===== src/hdl/sbfx_pkg.sv =====
// Shared types and operation codes for the soft-bit Q16 arithmetic pipeline.
// No dependencies.
package sbfx_pkg;

  typedef enum logic [1:0] {
    OP_ABSDIFF = 2'd0,
    OP_MUL     = 2'd1,
    OP_DIV     = 2'd2,
    OP_SOFTXOR = 2'd3
  } sbfx_op_t;

  localparam logic [15:0] ONE_Q16     = 16'hFFFF;
  localparam int          STEP_BITS   = 4;

  // Payload carried from stage to stage
  typedef struct packed {
    sbfx_op_t    op;
    logic [15:0] den;
    logic [15:0] rem;
    logic [15:0] quo;
    logic [31:0] prod1;
    logic [31:0] prod2;
    logic [15:0] res;
    logic        dz;
    logic        sat;
  } sbfx_stage_t;

endpackage


===== src/hdl/sbfx_div_step.sv =====
// Four restoring-division steps: shifts four quotient bits into quo.
// Depends on sbfx_pkg.
module sbfx_div_step (
  input  logic [15:0] rem_in,
  input  logic [15:0] den,
  input  logic [15:0] quo_in,
  output logic [15:0] rem_out,
  output logic [15:0] quo_out
);
  import sbfx_pkg::*;

  // Remainder stays below den, so a 17-bit trial covers the shifted value
  always_comb begin
    logic [16:0] trial;
    logic [15:0] r;
    logic [15:0] q;
    r = rem_in;
    q = quo_in;
    for (int i = 0; i < STEP_BITS; i++) begin
      trial = {r, 1'b0};
      if (trial >= {1'b0, den}) begin
        trial = trial - {1'b0, den};
        q     = {q[14:0], 1'b1};
      end else begin
        q     = {q[14:0], 1'b0};
      end
      r = trial[15:0];
    end
    rem_out = r;
    quo_out = q;
  end

endmodule


===== src/hdl/soft_bit_fixed_point_alu_core.sv =====
// Top level of the soft-bit Q16 arithmetic unit: four-stage pipeline.
// Depends on sbfx_pkg and sbfx_div_step.
//
//  channel | dir | tdata                          | tuser
//  s_axis  | in  | [15:0] operand_a [31:16] op_b  | [1:0] req_type
//  m_axis  | out | [15:0] result_value           | [0] divide_by_zero [1] quotient_saturated
//
// Four register stages; one word enters per cycle while m_axis is not stalled. A word
// moves from st[0] through st[3], and m_axis shows st[3]. The depth is set by the 16-bit
// quotient, built four bits per stage.
// Reset clears the stage valid bits only.
// A stall at the output freezes every stage together; no word is lost.
module soft_bit_fixed_point_alu_core (
  input  logic                   clk,
  input  logic                   rst,
  input  logic                   s_tvalid,
  output logic                   s_tready,
  input  logic [31:0]            s_tdata,   // operand_a, operand_b
  input  sbfx_pkg::sbfx_op_t     s_tuser,   // req_type
  output logic                   m_tvalid,
  input  logic                   m_tready,
  output logic [15:0]            m_tdata,   // result_value
  output logic [1:0]             m_tuser    // divide_by_zero, quotient_saturated
);
  import sbfx_pkg::*;

  logic        adv;
  logic [3:0]  vld;
  sbfx_stage_t st [4];
  sbfx_stage_t st_next [4];
  logic [15:0] rem_s [4];
  logic [15:0] quo_s [4];

  assign adv      = !vld[3] || m_tready;
  assign s_tready = adv;
  assign m_tvalid = vld[3];
  assign m_tdata  = st[3].res;
  assign m_tuser  = {st[3].sat, st[3].dz};

  sbfx_div_step u_step0 (.rem_in(s_tdata[15:0]), .den(s_tdata[31:16]), .quo_in(16'd0),
                         .rem_out(rem_s[0]), .quo_out(quo_s[0]));

  genvar g;
  generate
    for (g = 1; g < 4; g++) begin : g_step
      sbfx_div_step u_step (.rem_in(st[g-1].rem), .den(st[g-1].den),
                            .quo_in(st[g-1].quo), .rem_out(rem_s[g]), .quo_out(quo_s[g]));
    end
  endgenerate

  always_comb begin
    logic [15:0] a;
    logic [15:0] b;
    a = s_tdata[15:0];
    b = s_tdata[31:16];

    // Input stage: classify divide, absolute difference, first divide steps
    st_next[0]     = '0;
    st_next[0].op  = s_tuser;
    st_next[0].den = b;
    st_next[0].rem = rem_s[0];
    st_next[0].quo = quo_s[0];
    st_next[0].res = (a > b) ? a - b : b - a;
    if (s_tuser == OP_DIV) begin
      st_next[0].dz  = (b == 16'd0);
      st_next[0].sat = (b != 16'd0) && (a >= b);
    end

    // Products: the internal divides by one of the soft xor are identities
    if (s_tuser == OP_MUL) begin
      st_next[0].prod1 = 32'(a) * 32'(b);
    end else if (s_tuser == OP_SOFTXOR) begin
      st_next[0].prod1 = 32'(ONE_Q16 - b) * 32'(a);
      st_next[0].prod2 = 32'(b) * 32'(ONE_Q16 - a);
    end

    // Later stages: sum products, advance the division, select the divide result
    for (int k = 1; k < 4; k++) begin
      st_next[k]     = st[k-1];
      st_next[k].rem = rem_s[k];
      st_next[k].quo = quo_s[k];
    end
    if (st[0].op == OP_MUL || st[0].op == OP_SOFTXOR) begin
      st_next[1].res = st[0].prod1[31:16] + st[0].prod2[31:16];
    end
    if (st[2].op == OP_DIV) begin
      st_next[3].res = (st[2].dz || st[2].sat) ? ONE_Q16 : quo_s[3];
    end
  end

  // Advance all stages together
  always_ff @(posedge clk) begin
    if (adv) begin
      for (int k = 0; k < 4; k++) begin
        st[k] <= st_next[k];
      end
    end
    if (rst) begin
      vld <= '0;
    end else if (adv) begin
      vld <= {vld[2:0], s_tvalid};
    end
  end

endmodule


===== config.mk =====
export PLATFORM = sky130hd
export DESIGN_NAME = soft_bit_fixed_point_alu_core
export DESIGN_NICKNAME = d
export VERILOG_FILES = /design/src/hdl/sbfx_pkg.sv /design/src/hdl/sbfx_div_step.sv /design/src/hdl/soft_bit_fixed_point_alu_core.sv
export SDC_FILE = /design/constraint.sdc
export NUM_CORES = 2
export LEC_CHECK = 0
export BUFFER_PORTS_ARGS = -buffer_cell sky130_fd_sc_hd__buf_2
export CAP_MARGIN = 10
export CORE_MARGIN = 3
export CORE_UTILIZATION = 55
export CTS_CLUSTER_DIAMETER = 30
export DETAILED_ROUTE_END_ITERATION = 10
export PLACE_DENSITY = 0.71
export SYNTH_ARGS = -nofsm -noshare
export SYNTH_HDL_FRONTEND = slang
export SYNTH_SLANG_ARGS = --single-unit

===== constraint.sdc =====
create_clock -name clk -period 14.25 [get_ports clk]
set_input_delay 0 -clock clk [delete_from_list [all_inputs] [get_ports clk]]
set_output_delay 0 -clock clk [all_outputs]
set_load 0.005 [all_outputs]

==> results_dict.tcl <==
set metrics [dict create \
    number_of_placement_rows 107 \
    n_antenna_cell 0 \
    fp.dieArea_mm2 0.09044 \
    crit_path_top_delay_cell "o21ai_2" \
    clock_edge_transition_at_the_registers_on_the_reported_setup_and_hold_paths_ns 0.06 \
    utilization_pct 58.84 \
    timing.final.crit_period_ns 12.55 \
    die_y_um 300.7 \
    postCtsSetupRepairBufs 0 \
    layout-area-overhead-vs-synth_pct 5.520 \
    dr_iter_0_viols 2688 \
    final_max_slew_viol_count 0 \
    grt_first_pass_wirelength_um 216900 \
    cts.path.max_buffers 3 \
    drive_above_1_share_pct 6.876 \
    routed_wl_per_cell_um 21.07 \
    totalNegativeSetupSlack_ns 0 \
    cp-end-kind "flop" \
    met3_wirelength_um 9149 \
    synthesis.area_per_instance_um2 8.885 \
    syn_nets 6662 \
    worst_reg_to_reg_setup_slack_ns 1.70 \
    total_of_warnings_raised_by_yosys 0 \
    clock-skew-final_ns 0.01864 \
    synth_edf_count 230 \
    sequential_cell_area_mm2 0.006987 \
    post-dp-hpwl_um 106100 \
    routabilityCongestion 0.9753 \
    min-delay-path-class "in -> reg" \
    worstSkewPairLatency_ns 0.56 \
    grt_setup_unrepaired "false" \
    met2_routed_wl_um 65110 \
    clock-sinks 234 \
    required_ns 14.53 \
    viasPerCell 5.903 \
    cap_viol_max_count 0 \
    fmaxAchievable_mhz 79.68 \
    overflow 0 \
    worst-setup-path-type "reg -> reg" \
    run_status "complete, no violations" \
    grt_usage_pct 30.66 \
    met1Wirelength_um 55520 \
    die_x_um 300.7 \
    area_of_the_mapped_netlist_mm2 0.04778 \
    grt_antenna_before_repair 1 \
    io_pins 58 \
    critical_path_arrival_ns 12.83 \
    cts_made_buffers 30 \
    critical_path.max_fanout 27 \
    synthArstFlopShare_pct 0 \
    via_count_of_the_first_global_routing_pass 39150 \
    core_area_mm2 0.08568 \
    tritoncts "yes" \
    ys.flop_type "edfxtp_1" \
    h-tree-depth 1 \
    post_detailed_route_count_of_antenna_violating_nets 0 \
    root_buffer "clkbuf_16" \
    synth-seq-area-share_pct 14.62 \
    floorplan.initialDensity_pct 55.76 \
    worstSetupStartpointType "flop" \
    crit_path_frequent_cell "a21o_1" \
    slowest_delay_ns 0.79 \
    setup_violations 0 \
    multi_input_comb_area_mm2 0.03655 \
    final_net_count 6642 \
    synthDistinctLibCells 93 \
    drc_errors 0 \
    synth_cells 5377 \
    period_share_pct 88.07 \
    dr_total_vias 38520 \
    cts.repair.resized 0 \
    finish.cell_count_without_fillers 6525 \
    wirelength_um 137500 \
    dp_cells 6461 \
    synth_seq_cells 234 \
    fillerInstances 7636 \
    worst_slew_margin_rel_pct 26.03 \
    grt_start_max_net_pins 175 \
    tightestPinTransition_ns 1.082 \
    timing.final.hold_violations 0 \
    drt_first_pass_iters 6 \
    topRoutingLayerUsed "met5" \
    place.port_buffers 57 \
]
[through the flow]
| stage | hold slack (ns) | cell area [µm²] | worst slack, ns |
|---|---|---|---|
| after floorplan | 0.06907 | 47780 | 4.124 |
| after global placement | 0.2089 | 49300 | 2.209 |
| after detailed placement | 0.2155 | 49300 | 1.942 |
| after CTS | 0.03451 | 50410 | 1.881 |
| after global routing | 0.05161 | 50410 | 0.7650 |
| final | 0.07442 | 50410 | 1.700 |
[cells by family (layout without fill, tap and decap cells)]
logic type	count (synthesis)	after routing	share of synthesized area [%]
simple gates	1478	1478	13.72
fa+ha+maj	1247	1247	41.86
buf+inv	1117	1121	8.899
compound gates	905	905	12.74
xor+xnor	235	235	4.308
flops	234	234	14.62
mux	161	161	3.839
[metal layers]
layer | up-vias | GRT usage (%)
met2 | 1448 | 52.15
met1 | 18880 | 39.54
li1 | 17800 | -
met3 | 390 | 3.086
met4 | 2 | 14.13
met5 | - | 0
[sequential cells by signal (all words and copies together), names as in the netlist]
signal	flops
st	230
vld	4
[cell usage after synthesis, drive strengths merged (11+ instances only)]
cell / n / area (µm²)
mux2i: 33 / 355.3
and3: 39 / 244.0
o22a: 17 / 148.9
a21oi: 220 / 1101
ha: 661 / 8270
a21o: 106 / 795.8
a31oi: 28 / 175.2
nand4: 40 / 250.2
a221o: 14 / 140.1
inv: 910 / 3418
o211ai: 21 / 157.7
nand2b: 31 / 193.9
edfxtp: 230 / 6907
or2: 19 / 118.9
nand3b: 11 / 82.58
a211oi: 45 / 337.8
mux2: 128 / 1479
fa: 586 / 11730
nor2: 459 / 1723
xnor2: 152 / 1331
buf: 50 / 244.0
and2: 32 / 200.2
o21ai: 181 / 924.6
xor2: 83 / 727.0
a31o: 13 / 113.9
or3: 27 / 168.9
o31ai: 22 / 170.2
clkbuf: 141 / 529.3
nor2b: 41 / 256.5
o21bai: 39 / 292.8
a211o: 12 / 105.1
nor4: 22 / 137.6
nand2: 589 / 2211
nor3: 75 / 391.6
nand3: 64 / 320.3
clkinv: 16 / 60.06
o21a: 61 / 465.4
a21boi: 18 / 135.1
[placed cells by master (no fill, tap or decap), types with 14 or more instances in the layout]
cell,netlist,final
buf_4,6,73
nand3_1,64,64
clkinv_1,16,20
a21oi_1,220,219
xor2_1,83,83
nor2_1,459,459
o31ai_1,21,21
and3_1,39,39
o22a_1,17,17
mux2i_1,31,31
nor3_1,73,73
nand2b_1,31,30
or3_1,27,27
a211oi_1,45,45
o211ai_1,21,21
or2_2,18,18
o21ai_0,176,176
clkbuf_16,0,31
a221o_1,14,14
nor2b_1,41,41
mux2_2,118,118
a21o_1,106,106
edfxtp_1,230,230
fa_1,586,586
nor4_1,22,22
a31oi_1,28,28
a21boi_0,18,18
and2_1,32,32
nand2_1,589,589
o21bai_1,39,39
nand4_1,40,40
o21a_1,60,60
ha_1,661,661
xnor2_1,152,152
inv_1,906,906
buf_2,12,57
[worst max-delay path: cells and delay by family, from the launching register on]
family	cells	cell delay, ns
AO/OA/AOI/OAI	25	6.69
adder cells (fa/ha/maj)	4	1.17
buffers and inverters	6	1.36
flip-flops	1	0.50
multiplexers	2	0.74
AND/OR/NAND/NOR	6	1.79
[worst paths after layout]
path | cells past startpoint | from | to
max | 43 | st[0][115] | st[1][100]
min reg2reg | 0 | st[1][88] | st[2][92]
max reg2reg | 43 | st[0][115] | st[1][100]
min | 2 | s_tdata[27] | st[0][125]
[area by class of cell]
type,count,area share [%]
timing repair buffer,139,1.851
tap,1144,2.839
inverter,926,6.899
clock inverter,24,0.5063
sequential,234,13.86
multi-input combinational,4026,72.50
clock buffer,32,1.546
[what timing repair did]
| action | 4_1_cts | 5_1_grt |
|---|---|---|
| hold endpoints to repair | 10 | 0 |
| endpoints found under the setup margin | 0 | 0 |
| hold buffers | 8 | 0 |
Power is not shown: default switching activity piles up to over one toggle a cycle in this logic, so the estimate is an artifact.
